`src/rtl/tcbd_pkg.sv`:
```
// Package for the capacitive touch baseline detector.
// Holds field widths, register codes, reset values and the configuration struct.
// No dependencies; every other file of the block but tcbd_ram imports it.
package tcbd_pkg;

    // Parameter defaults
    localparam int NUM_CHANNELS_DEF  = 5;
    localparam int SAMPLE_BITS_DEF   = 12;
    localparam int FRACTION_BITS_DEF = 8;

    // Fixed field widths
    localparam int CH_W       = 3;
    localparam int STRENGTH_W = 13;
    localparam int OFFSET_W   = 8;
    localparam int COUNT_W    = 8;
    localparam int ALPHA_W    = 9;
    localparam int ALPHA_FRAC = 8;

    // Configuration port
    localparam int CFG_IDX_W  = 2;
    localparam int CFG_DATA_W = 13;

    localparam logic [CFG_IDX_W-1:0] REG_THRESHOLD = 2'd0;
    localparam logic [CFG_IDX_W-1:0] REG_OFFSET    = 2'd1;
    localparam logic [CFG_IDX_W-1:0] REG_CAL_COUNT = 2'd2;
    localparam logic [CFG_IDX_W-1:0] REG_ALPHA     = 2'd3;

    // Register reset values
    localparam logic [STRENGTH_W-1:0] THRESHOLD_RST = 13'd30;
    localparam logic [OFFSET_W-1:0]   OFFSET_RST    = 8'd5;
    localparam logic [COUNT_W-1:0]    CAL_COUNT_RST = 8'd100;
    localparam logic [ALPHA_W-1:0]    ALPHA_RST     = 9'd13;

    // Full-weight alpha (1.0 in Q1.8) and saturated count
    localparam logic [ALPHA_W-1:0] ALPHA_MAX = 9'd256;
    localparam logic [COUNT_W-1:0] COUNT_MAX = 8'd255;

    typedef struct packed {
        logic [STRENGTH_W-1:0] threshold;
        logic [OFFSET_W-1:0]   offset;
        logic [COUNT_W-1:0]    cal_count;
        logic [ALPHA_W-1:0]    alpha;
    } cfg_t;

endpackage

```
`src/rtl/tcbd_in_if.sv`:
```
// Sample channel interface: valid/ready plus channel index and raw sample.
// Depends on tcbd_pkg for the channel width and the sample width default.
interface tcbd_in_if #(
    parameter int SAMPLE_BITS = tcbd_pkg::SAMPLE_BITS_DEF
);
    import tcbd_pkg::*;

    logic                   valid;
    logic                   ready;
    logic [CH_W-1:0]        channel;
    logic [SAMPLE_BITS-1:0] sample;

    modport source (output valid, output channel, output sample, input ready);
    modport sink   (input valid, input channel, input sample, output ready);
endinterface

```
`src/rtl/tcbd_out_if.sv`:
```
// Result channel interface: valid/ready plus one result word.
// Depends on tcbd_pkg for the field widths.
interface tcbd_out_if;
    import tcbd_pkg::*;

    logic                  valid;
    logic                  ready;
    logic [CH_W-1:0]       out_channel;
    logic                  calibrated;
    logic [STRENGTH_W-1:0] strength;
    logic                  touched;
    logic                  any_touched;

    modport source (output valid, output out_channel, output calibrated, output strength,
                    output touched, output any_touched, input ready);
    modport sink   (input valid, input out_channel, input calibrated, input strength,
                    input touched, input any_touched, output ready);
endinterface

```
`src/rtl/tcbd_cfg_if.sv`:
```
// Configuration write channel: valid/ready plus register index and data.
// Depends on tcbd_pkg for the index and data widths.
interface tcbd_cfg_if;
    import tcbd_pkg::*;

    logic                  valid;
    logic                  ready;
    logic [CFG_IDX_W-1:0]  index;
    logic [CFG_DATA_W-1:0] data;

    modport source (output valid, output index, output data, input ready);
    modport sink   (input valid, input index, input data, output ready);
endinterface

```
`src/rtl/tcbd_ram.sv`:
```
// Generic single-write, single-read RAM with a registered read port.
// No dependencies.
module tcbd_ram #(
    parameter int WIDTH = 8,
    parameter int DEPTH = 4,
    parameter int ADDR_W = (DEPTH > 1) ? $clog2(DEPTH) : 1
) (
    input  logic              clk,
    input  logic              we,
    input  logic [ADDR_W-1:0] waddr,
    input  logic [WIDTH-1:0]  wdata,
    input  logic              re,
    input  logic [ADDR_W-1:0] raddr,
    output logic [WIDTH-1:0]  rdata
);
    logic [WIDTH-1:0] mem [DEPTH];
    logic [WIDTH-1:0] rdata_reg;

    // Write port
    always_ff @(posedge clk)
    begin
        if (we)
        begin
            mem[waddr] <= wdata;
        end
    end

    // Registered read, old data on a same-address collision
    always_ff @(posedge clk)
    begin
        if (re)
        begin
            rdata_reg <= mem[raddr];
        end
    end

    assign rdata = rdata_reg;
endmodule

```
`src/rtl/tcbd_cfg_regs.sv`:
```
// Configuration register file: threshold, baseline offset, calibration count, alpha.
// Depends on tcbd_pkg and tcbd_cfg_if.
module tcbd_cfg_regs (
    input  logic          clk,
    input  logic          rst_n,
    tcbd_cfg_if.sink      cfg,
    output tcbd_pkg::cfg_t regs
);
    import tcbd_pkg::*;

    cfg_t regs_reg;
    cfg_t regs_next;
    logic wr;

    assign cfg.ready = 1'b1;
    assign wr        = cfg.valid;

    // Decode the write word into the addressed register
    always_comb
    begin
        regs_next = regs_reg;
        if (wr)
        begin
            unique case (cfg.index)
                REG_THRESHOLD: regs_next.threshold = cfg.data[STRENGTH_W-1:0];
                REG_OFFSET:    regs_next.offset    = cfg.data[OFFSET_W-1:0];
                REG_CAL_COUNT: regs_next.cal_count = cfg.data[COUNT_W-1:0];
                REG_ALPHA:     regs_next.alpha     = cfg.data[ALPHA_W-1:0];
                default:       regs_next = regs_reg;
            endcase
        end
    end

    always_ff @(posedge clk or negedge rst_n)
    begin
        if (!rst_n)
        begin
            regs_reg.threshold <= THRESHOLD_RST;
            regs_reg.offset    <= OFFSET_RST;
            regs_reg.cal_count <= CAL_COUNT_RST;
            regs_reg.alpha     <= ALPHA_RST;
        end
        else
        begin
            regs_reg <= regs_next;
        end
    end

    assign regs = regs_reg;
endmodule

```
`src/rtl/tcbd_update.sv`:
```
// Per-channel state update: low-pass filter step, sample count, baseline latch, strength.
// State word layout is {calibrated, count, baseline, filter}. Depends on tcbd_pkg.
module tcbd_update #(
    parameter int SAMPLE_BITS   = tcbd_pkg::SAMPLE_BITS_DEF,
    parameter int FRACTION_BITS = tcbd_pkg::FRACTION_BITS_DEF,
    parameter int FILT_W        = SAMPLE_BITS + FRACTION_BITS,
    parameter int STATE_W       = FILT_W + tcbd_pkg::STRENGTH_W + tcbd_pkg::COUNT_W + 1
) (
    input  tcbd_pkg::cfg_t                    regs,
    input  logic [SAMPLE_BITS-1:0]            sample,
    input  logic [STATE_W-1:0]                state_cur,
    output logic [STATE_W-1:0]                state_new,
    output logic                              strength_upd,
    output logic [tcbd_pkg::STRENGTH_W-1:0]   strength
);
    import tcbd_pkg::*;

    localparam int PROD_W = FILT_W + ALPHA_W;
    localparam int STEP_W = PROD_W - ALPHA_FRAC;
    localparam int CMP_W  = (SAMPLE_BITS > STRENGTH_W) ? SAMPLE_BITS : STRENGTH_W;

    typedef struct packed {
        logic                  cal;
        logic [COUNT_W-1:0]    count;
        logic [STRENGTH_W-1:0] baseline;
        logic [FILT_W-1:0]     filt;
    } chan_state_t;

    chan_state_t cur;
    chan_state_t nxt;

    logic [ALPHA_W-1:0]     alpha_sat;
    logic [FILT_W-1:0]      target;
    logic                   rising;
    logic [FILT_W-1:0]      diff;
    logic [PROD_W-1:0]      prod;
    logic [PROD_W-1:0]      prod_up;
    logic [STEP_W-1:0]      step;
    logic [FILT_W-1:0]      filt_step;
    logic [CMP_W-1:0]       fint;
    logic [CMP_W-1:0]       base_ext;
    logic [CMP_W-1:0]       gap;
    logic [CMP_W:0]         base_sum;
    logic [COUNT_W-1:0]     need;

    assign cur = chan_state_t'(state_cur);

    // Filter step: rise rounds down, fall rounds the decrement up
    always_comb
    begin
        alpha_sat = (regs.alpha > ALPHA_MAX) ? ALPHA_MAX : regs.alpha;
        target    = {sample, {FRACTION_BITS{1'b0}}};
        rising    = (target >= cur.filt);
        diff      = rising ? (target - cur.filt) : (cur.filt - target);
        prod      = PROD_W'(alpha_sat) * PROD_W'(diff);
        prod_up   = prod + PROD_W'({ALPHA_FRAC{1'b1}});
        step      = rising ? prod[PROD_W-1:ALPHA_FRAC] : prod_up[PROD_W-1:ALPHA_FRAC];
        filt_step = rising ? (cur.filt + FILT_W'(step)) : (cur.filt - FILT_W'(step));
    end

    // Count, baseline latch and strength
    always_comb
    begin
        nxt          = cur;
        nxt.filt     = (cur.count == '0) ? target : filt_step;
        nxt.count    = (cur.count == COUNT_MAX) ? cur.count : cur.count + 1'b1;
        need         = (regs.cal_count == '0) ? COUNT_W'(1) : regs.cal_count;
        fint         = CMP_W'(nxt.filt[FILT_W-1:FRACTION_BITS]);
        base_ext     = CMP_W'(cur.baseline);
        gap          = (base_ext > fint) ? (base_ext - fint) : '0;
        base_sum     = (CMP_W+1)'(fint) + (CMP_W+1)'(regs.offset);
        strength_upd = cur.cal;
        strength     = '0;
        if (cur.cal)
        begin
            strength = gap[STRENGTH_W-1:0];
        end
        else if (nxt.count >= need)
        begin
            nxt.baseline = base_sum[STRENGTH_W-1:0];
            nxt.cal      = 1'b1;
        end
    end

    assign state_new = STATE_W'(nxt);
endmodule

```
`src/rtl/capacitive_touch_baseline_detector_core.sv`:
```
// Capacitive touch baseline detector, several pads on one sample stream.
// Word flow: an accepted word is held in stage 1, then in the output register.
// Throughput: one word per cycle if the output does not stall; channel state is
// read-modify-written in one RAM (read at accept, written from stage 1) with a bypass of the last write.
// Reset: registers return to defaults and per-channel valid bits clear, so every
// channel's state reads as zero; no clearing pass, samples are taken at once.
module capacitive_touch_baseline_detector_core #(
    parameter int NUM_CHANNELS  = tcbd_pkg::NUM_CHANNELS_DEF,
    parameter int SAMPLE_BITS   = tcbd_pkg::SAMPLE_BITS_DEF,
    parameter int FRACTION_BITS = tcbd_pkg::FRACTION_BITS_DEF
) (
    input  logic       clk,
    input  logic       rst_n,
    tcbd_in_if.sink    samples,
    tcbd_out_if.source results,
    tcbd_cfg_if.sink   cfg
);
    import tcbd_pkg::*;

    localparam int FILT_W  = SAMPLE_BITS + FRACTION_BITS;
    localparam int STATE_W = FILT_W + STRENGTH_W + COUNT_W + 1;
    localparam int ADDR_W  = (NUM_CHANNELS > 1) ? $clog2(NUM_CHANNELS) : 1;

    cfg_t regs;

    // Handshake
    logic accept;
    logic in_range;
    logic out_free;
    logic s1_fire;

    // Stage 1 (RAM data available)
    logic                   s1_valid_reg;
    logic [CH_W-1:0]        s1_channel_reg;
    logic [SAMPLE_BITS-1:0] s1_sample_reg;
    logic                   s1_in_range_reg;
    logic                   s1_vld_reg;
    logic                   s1_vld_next;
    logic [ADDR_W-1:0]      s1_addr;

    // Last write, for the bypass
    logic                   wr_valid_reg;
    logic [ADDR_W-1:0]      wr_addr_reg;
    logic [STATE_W-1:0]     wr_data_reg;

    // State datapath
    logic [NUM_CHANNELS-1:0] vld_reg;
    logic [STATE_W-1:0]      ram_rdata;
    logic [STATE_W-1:0]      state_cur;
    logic [STATE_W-1:0]      state_new;
    logic                    strength_upd;
    logic [STRENGTH_W-1:0]   strength_calc;
    logic                    we;
    logic                    cal_new;

    logic [STRENGTH_W-1:0]   last_strength_reg [NUM_CHANNELS];
    logic                    any_next;
    logic [STRENGTH_W-1:0]   strength_next;

    // Output register
    logic                  out_valid_reg;
    logic [CH_W-1:0]       out_channel_reg;
    logic                  out_cal_reg;
    logic [STRENGTH_W-1:0] out_strength_reg;
    logic                  out_touched_reg;
    logic                  out_any_reg;

    tcbd_cfg_regs u_cfg (
        .clk   (clk),
        .rst_n (rst_n),
        .cfg   (cfg),
        .regs  (regs)
    );

    // Accept a word whenever stage 1 is empty or moves on
    assign out_free      = !out_valid_reg || results.ready;
    assign s1_fire       = s1_valid_reg && out_free;
    assign samples.ready = !s1_valid_reg || out_free;
    assign accept        = samples.valid && samples.ready;
    assign in_range      = (int'(samples.channel) < NUM_CHANNELS);
    assign s1_addr       = ADDR_W'(s1_channel_reg);
    assign we            = s1_fire && s1_in_range_reg;

    // Sample the valid bit of the addressed channel at read time
    always_comb
    begin
        s1_vld_next = 1'b0;
        for (int i = 0; i < NUM_CHANNELS; i++)
        begin
            if (ADDR_W'(samples.channel) == ADDR_W'(i))
            begin
                s1_vld_next = vld_reg[i];
            end
        end
        if (!in_range)
        begin
            s1_vld_next = 1'b0;
        end
    end

    tcbd_ram #(
        .WIDTH (STATE_W),
        .DEPTH (NUM_CHANNELS)
    ) u_state_ram (
        .clk   (clk),
        .we    (we),
        .waddr (s1_addr),
        .wdata (state_new),
        .re    (accept && in_range),
        .raddr (ADDR_W'(samples.channel)),
        .rdata (ram_rdata)
    );

    // Bypass the write that landed at the read edge; never-written reads zero
    always_comb
    begin
        if (wr_valid_reg && wr_addr_reg == s1_addr)
        begin
            state_cur = wr_data_reg;
        end
        else if (s1_vld_reg)
        begin
            state_cur = ram_rdata;
        end
        else
        begin
            state_cur = '0;
        end
    end

    tcbd_update #(
        .SAMPLE_BITS   (SAMPLE_BITS),
        .FRACTION_BITS (FRACTION_BITS)
    ) u_update (
        .regs         (regs),
        .sample       (s1_sample_reg),
        .state_cur    (state_cur),
        .state_new    (state_new),
        .strength_upd (strength_upd),
        .strength     (strength_calc)
    );

    assign cal_new = state_new[STATE_W-1];

    // Result fields and the any-pad flag over the updated strengths
    always_comb
    begin
        strength_next = (s1_in_range_reg && strength_upd) ? strength_calc : '0;
        any_next      = 1'b0;
        for (int i = 0; i < NUM_CHANNELS; i++)
        begin
            if (s1_in_range_reg && strength_upd && s1_addr == ADDR_W'(i))
            begin
                any_next = any_next || (strength_calc > regs.threshold);
            end
            else
            begin
                any_next = any_next || (last_strength_reg[i] > regs.threshold);
            end
        end
    end

    // Stage 1 control
    always_ff @(posedge clk or negedge rst_n)
    begin
        if (!rst_n)
        begin
            s1_valid_reg <= 1'b0;
        end
        else if (samples.ready)
        begin
            s1_valid_reg <= accept;
        end
    end

    // Stage 1 payload
    always_ff @(posedge clk)
    begin
        if (accept)
        begin
            s1_channel_reg  <= samples.channel;
            s1_sample_reg   <= samples.sample;
            s1_in_range_reg <= in_range;
            s1_vld_reg      <= s1_vld_next;
        end
    end

    // Track the last write and the per-channel valid bits
    always_ff @(posedge clk or negedge rst_n)
    begin
        if (!rst_n)
        begin
            wr_valid_reg <= 1'b0;
            vld_reg      <= '0;
        end
        else if (we)
        begin
            wr_valid_reg <= 1'b1;
            for (int i = 0; i < NUM_CHANNELS; i++)
            begin
                if (s1_addr == ADDR_W'(i))
                begin
                    vld_reg[i] <= 1'b1;
                end
            end
        end
    end

    always_ff @(posedge clk)
    begin
        if (we)
        begin
            wr_addr_reg <= s1_addr;
            wr_data_reg <= state_new;
        end
    end

    // Hold each channel's last strength
    always_ff @(posedge clk or negedge rst_n)
    begin
        if (!rst_n)
        begin
            for (int i = 0; i < NUM_CHANNELS; i++)
            begin
                last_strength_reg[i] <= '0;
            end
        end
        else if (we && strength_upd)
        begin
            for (int i = 0; i < NUM_CHANNELS; i++)
            begin
                if (s1_addr == ADDR_W'(i))
                begin
                    last_strength_reg[i] <= strength_calc;
                end
            end
        end
    end

    // Output register
    always_ff @(posedge clk or negedge rst_n)
    begin
        if (!rst_n)
        begin
            out_valid_reg <= 1'b0;
        end
        else if (out_free)
        begin
            out_valid_reg <= s1_valid_reg;
        end
    end

    always_ff @(posedge clk)
    begin
        if (s1_fire)
        begin
            out_channel_reg  <= s1_channel_reg;
            out_cal_reg      <= s1_in_range_reg && cal_new;
            out_strength_reg <= strength_next;
            out_touched_reg  <= (strength_next > regs.threshold);
            out_any_reg      <= any_next;
        end
    end

    assign results.valid       = out_valid_reg;
    assign results.out_channel = out_channel_reg;
    assign results.calibrated  = out_cal_reg;
    assign results.strength    = out_strength_reg;
    assign results.touched     = out_touched_reg;
    assign results.any_touched = out_any_reg;
endmodule
```
`src/flat_wrapper.sv`:
```
// flat-port wrapper written by rule: the top's interface ports become plain ports
module capacitive_touch_baseline_detector_core_flat import tcbd_pkg::*;
#(
    parameter int NUM_CHANNELS  = tcbd_pkg::NUM_CHANNELS_DEF,
    parameter int SAMPLE_BITS   = tcbd_pkg::SAMPLE_BITS_DEF,
    parameter int FRACTION_BITS = tcbd_pkg::FRACTION_BITS_DEF
)
  (clk, rst_n, samples_valid, samples_channel, samples_sample, samples_ready, results_valid, results_out_channel, results_calibrated, results_strength, results_touched, results_any_touched, results_ready, cfg_valid, cfg_index, cfg_data, cfg_ready);
  tcbd_in_if #(.SAMPLE_BITS(SAMPLE_BITS)) samples_i ();
  tcbd_out_if results_i ();
  tcbd_cfg_if cfg_i ();
  input  logic clk;
  input  logic rst_n;
  input wire logic [$bits(samples_i.valid)-1:0] samples_valid;
  input wire logic [$bits(samples_i.channel)-1:0] samples_channel;
  input wire logic [$bits(samples_i.sample)-1:0] samples_sample;
  output wire logic [$bits(samples_i.ready)-1:0] samples_ready;
  output wire logic [$bits(results_i.valid)-1:0] results_valid;
  output wire logic [$bits(results_i.out_channel)-1:0] results_out_channel;
  output wire logic [$bits(results_i.calibrated)-1:0] results_calibrated;
  output wire logic [$bits(results_i.strength)-1:0] results_strength;
  output wire logic [$bits(results_i.touched)-1:0] results_touched;
  output wire logic [$bits(results_i.any_touched)-1:0] results_any_touched;
  input wire logic [$bits(results_i.ready)-1:0] results_ready;
  input wire logic [$bits(cfg_i.valid)-1:0] cfg_valid;
  input wire logic [$bits(cfg_i.index)-1:0] cfg_index;
  input wire logic [$bits(cfg_i.data)-1:0] cfg_data;
  output wire logic [$bits(cfg_i.ready)-1:0] cfg_ready;
  assign samples_i.valid = samples_valid;
  assign samples_i.channel = samples_channel;
  assign samples_i.sample = samples_sample;
  assign samples_ready = samples_i.ready;
  assign results_valid = results_i.valid;
  assign results_out_channel = results_i.out_channel;
  assign results_calibrated = results_i.calibrated;
  assign results_strength = results_i.strength;
  assign results_touched = results_i.touched;
  assign results_any_touched = results_i.any_touched;
  assign results_i.ready = results_ready;
  assign cfg_i.valid = cfg_valid;
  assign cfg_i.index = cfg_index;
  assign cfg_i.data = cfg_data;
  assign cfg_ready = cfg_i.ready;
  capacitive_touch_baseline_detector_core #(.NUM_CHANNELS(NUM_CHANNELS), .SAMPLE_BITS(SAMPLE_BITS), .FRACTION_BITS(FRACTION_BITS)) u_core (.clk(clk), .rst_n(rst_n), .samples(samples_i), .results(results_i), .cfg(cfg_i));
endmodule
```
`config.mk`:
```
export PLATFORM = sky130hd
export DESIGN_NAME = capacitive_touch_baseline_detector_core_flat
export DESIGN_NICKNAME = d
export VERILOG_FILES = /design/src/rtl/tcbd_pkg.sv /design/src/rtl/tcbd_in_if.sv /design/src/rtl/tcbd_out_if.sv /design/src/rtl/tcbd_cfg_if.sv /design/src/rtl/tcbd_ram.sv /design/src/rtl/tcbd_cfg_regs.sv /design/src/rtl/tcbd_update.sv /design/src/rtl/capacitive_touch_baseline_detector_core.sv /design/src/flat_wrapper.sv
export SDC_FILE = /design/constraint.sdc
export NUM_CORES = 1
export LEC_CHECK = 0
export CORE_UTILIZATION = 45
export CTS_CLUSTER_DIAMETER = 100
export DETAILED_ROUTE_END_ITERATION = 6
export DONT_BUFFER_PORTS = 1
export HOLD_SLACK_MARGIN = 0.15
export SETUP_SLACK_MARGIN = 0.4
export SLEW_MARGIN = 20
export SYNTH_ARGS = -nofsm -noshare
export SYNTH_HDL_FRONTEND = slang
export SYNTH_HIERARCHICAL = 1
export SYNTH_SLANG_ARGS = --single-unit
```
`constraint.sdc`:
```
create_clock -name clk -period 21.1 [get_ports clk]
set_input_delay 4.22 -clock clk [delete_from_list [all_inputs] [get_ports clk]]
set_output_delay 4.22 -clock clk [all_outputs]
set_load 0.005 [all_outputs]
```
==> run_summary.xml <==
<?xml version="1.0" encoding="UTF-8"?>
<metrics>
  <group name="global_route">
    <metric name="grt_total_usage" unit="%">22.9</metric>
    <metric name="first_global_vias" unit="">20431</metric>
    <metric name="global_route.peak_usage_layer" unit="">met2</metric>
    <metric name="grt_max_degree" unit="">131</metric>
    <metric name="antenna_found_initial" unit="">7</metric>
    <metric name="met1_track_usage_gr" unit="%">30.2</metric>
    <metric name="grtUsageMet3" unit="%">3.29</metric>
    <metric name="grt_overflow" unit="">0</metric>
    <metric name="m2_gr_usage" unit="%">39.1</metric>
    <metric name="grt_pass1_wl" unit="um">117000</metric>
  </group>
  <group name="worst_setup_path">
    <metric name="required" unit="ps">21440</metric>
    <metric name="register_to_register_setup_slack" unit="ps">3720</metric>
    <metric name="cp_slowest_cell" unit="">sky130_fd_sc_hd__edfxtp_1</metric>
    <metric name="critical_path.reg2reg.endpoint" unit="">u_core/results.any_touched</metric>
    <metric name="crit_arrival" unit="ps">17720</metric>
    <metric name="critPathLaunchType" unit="">register</metric>
    <metric name="worst_path_most_repeated_cell" unit="">sky130_fd_sc_hd__nand2_1</metric>
    <metric name="crit_path_end_kind" unit="">register</metric>
    <metric name="r2r_start" unit="">u_core/s1_addr[1]</metric>
    <metric name="critical_path_peak_fanout" unit="">84</metric>
    <metric name="depth_of_the_worst_register_to_register_path" unit="">63</metric>
    <metric name="worstSetupPathType" unit="">register to register</metric>
    <metric name="max_stage_delay" unit="ps">700</metric>
  </group>
  <group name="clock_network">
    <metric name="clkSinkCount" unit="">444</metric>
    <metric name="path_clk_slew" unit="ps">60</metric>
    <metric name="cts-htree-levels" unit="">2</metric>
    <metric name="number_of_cells_upsized_or_downsized_after_cts" unit="">0</metric>
    <metric name="number_of_buffers_between_clock_root_and_the_deepest_sink" unit="">3</metric>
    <metric name="root_buffer" unit="">sky130_fd_sc_hd__clkbuf_16</metric>
    <metric name="cts_buffers" unit="">48</metric>
    <metric name="cts.repair_timing.setup_buffer_count" unit="">0</metric>
    <metric name="holdBufCountCts" unit="">0</metric>
    <metric name="cts_tree" unit="">built</metric>
    <metric name="clock_insertion_delay_worst_skew" unit="ps">620</metric>
  </group>
  <group name="place">
    <metric name="placed_area" unit="um2">30300</metric>
    <metric name="detailedPlace.worstSlack" unit="ps">3980</metric>
    <metric name="rd_place_congestion" unit="">0.914</metric>
    <metric name="place.port_buffers" unit="">0</metric>
    <metric name="dpl.hpwl" unit="um">51800</metric>
  </group>
  <group name="sta">
    <metric name="fin_worst_skew" unit="ps">70.5</metric>
    <metric name="tightest_slew" unit="ps">1150</metric>
    <metric name="ratio_of_final_minimum_period_to_clock_period" unit="%">82.4</metric>
    <metric name="fmaxAchievable" unit="MHz">57.5</metric>
    <metric name="worst_slack" unit="ps">3720</metric>
    <metric name="grt_setup_unrepaired" unit="">no</metric>
    <metric name="timing.max_slew.rel_slack" unit="%">23.3</metric>
    <metric name="setup-violations-final" unit="">0</metric>
    <metric name="timing.setup.tns" unit="ps">0</metric>
    <metric name="period_needed" unit="ps">17380</metric>
    <metric name="hold_viol_final" unit="">0</metric>
    <metric name="finalMaxSlewViolations" unit="">0</metric>
  </group>
  <group name="finish">
    <metric name="flow.area_growth_from_synthesis" unit="%">8.37</metric>
    <metric name="final_layout_size_suffix_gt1_share" unit="%">12.9</metric>
    <metric name="largest_register_ff_count" unit="">210</metric>
    <metric name="layout.cell_area.non_filler" unit="um2">31900</metric>
    <metric name="commonest_non_fill_non_tap_cells_in_the_layout" unit="">sky130_fd_sc_hd__edfxtp_1 (333), sky130_fd_sc_hd__nand2_1 (282), sky130_fd_sc_hd__inv_1 (270)</metric>
    <metric name="layout.nets" unit="">2977</metric>
    <metric name="layout.cells.most_common" unit="">sky130_fd_sc_hd__edfxtp_1</metric>
  </group>
  <group name="yosys">
    <metric name="ys_async_sr_fraction" unit="%">25.0</metric>
    <metric name="synth-warning-count" unit="">6</metric>
    <metric name="yosys.area_share.adder" unit="%">18.0</metric>
    <metric name="postSynthAreaPerCell" unit="um2">11.3</metric>
    <metric name="ffs_latches_synth" unit="">444</metric>
    <metric name="synth_area" unit="um2">29500</metric>
    <metric name="synth.mux.area_fraction" unit="%">5.56</metric>
    <metric name="ys_types" unit="">97</metric>
    <metric name="synth_simple_gate_area_share" unit="%">12.0</metric>
    <metric name="postSynthNetCount" unit="">2989</metric>
    <metric name="netlist_instances" unit="">2612</metric>
    <metric name="synth_seq_area_share" unit="%">43.4</metric>
    <metric name="fraction_of_the_mapped_netlist_area_in_compound_gates" unit="%">12.3</metric>
    <metric name="synth_flop_cell" unit="">sky130_fd_sc_hd__edfxtp_1</metric>
    <metric name="main_combinational_cell_family_by_area_after_synthesis" unit="">adder cells</metric>
    <metric name="post_synth_xor_area_fraction" unit="%">3.48</metric>
    <metric name="synth-edff-count" unit="">333</metric>
  </group>
  <group name="die">
    <metric name="top_level_ports" unit="">57</metric>
    <metric name="starting_utilization_of_the_core_area" unit="%">45.6</metric>
    <metric name="chipWidth" unit="um">258</metric>
    <metric name="floorplan.rows" unit="">93</metric>
    <metric name="dieHeight" unit="um">258</metric>
    <metric name="design.core.area" unit="um2">64600</metric>
    <metric name="die_area" unit="um2">66500</metric>
  </group>
  <group name="worst_hold_path">
    <metric name="holdCritPathClass" unit="">register to register</metric>
    <metric name="hold_start" unit="">u_core/vld_reg[1]</metric>
    <metric name="whs_endpoint" unit="">u_core/vld_reg[1]</metric>
    <metric name="worst_hold_path.num_cells" unit="">1</metric>
  </group>
  <group name="drt">
    <metric name="via_count" unit="">19771</metric>
    <metric name="via_per_inst" unit="">5.65</metric>
    <metric name="drtPass1Iterations" unit="">7</metric>
    <metric name="routed_wire_length_per_instance" unit="um">21.4</metric>
    <metric name="dr.first_iter.drc_count" unit="">1356</metric>
    <metric name="postRouteAntennaNets" unit="">0</metric>
    <metric name="route.detailed.drc" unit="">0</metric>
    <metric name="finalWirelength" unit="um">75000</metric>
  </group>
  <group name="flow_run">
    <metric name="max_cap_violations" unit="">0</metric>
  </group>
  <group name="run_status">
    <metric name="status" unit="">finished clean</metric>
  </group>
</metrics>
logic make-up after synthesis:
logic type / after synthesis
compound gates: 463
xor+xnor: 117
fa+ha+maj: 346
buf+inv: 372
flops: 444
mux: 150
other cells: 1
simple gates: 719
cell usage after synthesis, types with 49 or more instances:
library cell                 n  share of area (%)
sky130_fd_sc_hd__dfrtp_1    99                8.4
sky130_fd_sc_hd__xnor2_1    76                2.3
sky130_fd_sc_hd__edfxtp_1  333                 34
sky130_fd_sc_hd__nand2_1   282                3.6
sky130_fd_sc_hd__inv_1     271                3.5
sky130_fd_sc_hd__clkbuf_1   56               0.71
sky130_fd_sc_hd__ha_1      212                9.0
sky130_fd_sc_hd__mux2i_1    49                1.7
sky130_fd_sc_hd__mux2_2    100                3.8
sky130_fd_sc_hd__fa_1      130                8.8
sky130_fd_sc_hd__a21oi_1    95                1.6
sky130_fd_sc_hd__o21ai_0   106                1.8
sky130_fd_sc_hd__nor2_1    140                1.8
worst max path at each step:
stage	start	endpoint	slack [ps]	cells past startpoint
finish	u_core/s1_addr[1]	u_core/results.any_touched	3720	63
global route	u_core/s1_addr[1]	u_core/results.any_touched	2530	62
CTS	u_core/s1_addr[1]	u_core/results.any_touched	3920	62
detailed placement	u_core/s1_addr[1]	u_core/results.any_touched	3980	62
global placement	u_core/s1_addr[1]	u_core/results.any_touched	4430	58
floorplan	u_core/s1_addr[1]	u_core/results.touched	5850	66
critical path: cells and delay by family (launching register included):
kind | cells | cell delay, ps
DFF | 1 | 700
and+or+nand+nor | 17 | 3310
buffers and inverters | 7 | 1300
adders and majority gates | 11 | 4580
xor gates and xnor gates | 5 | 860
AOI/OAI and AO/OA | 23 | 6300
stage by stage:
step / util (%) / std cells / hold WS [ps]
CTS: 49.5 / 3495 / 461
floorplan: - / 2612 / 423
global placement: 47.0 / 3405 / 436
detailed placement: 47.0 / 3405 / 447
finish: 49.5 / 3498 / 459
global route: 49.5 / 3498 / 490
final cells by class:
| class | instances | area, um2 |
|---|---|---|
| clock buffer | 62 | 1270 |
| antenna | 3 | 7.51 |
| fill | 5740 | 32600 |
| timing repair buffer | 39 | 293 |
| multi-input combinational | 1796 | 15200 |
| sequential | 444 | 12800 |
| tap | 855 | 1070 |
| clock inverter | 28 | 318 |
| inverter | 271 | 1020 |
layer usage:
layer  vias up  routed length (um)
met2       516               36600
met3       126                3780
met4         4                1960
met5         -                  26
met1      9943               32600
li1       9182                   -
Power is left out: the tool's default activity adds up to more than one toggle a clock period on the data nets, which glitch-free logic cannot reach.
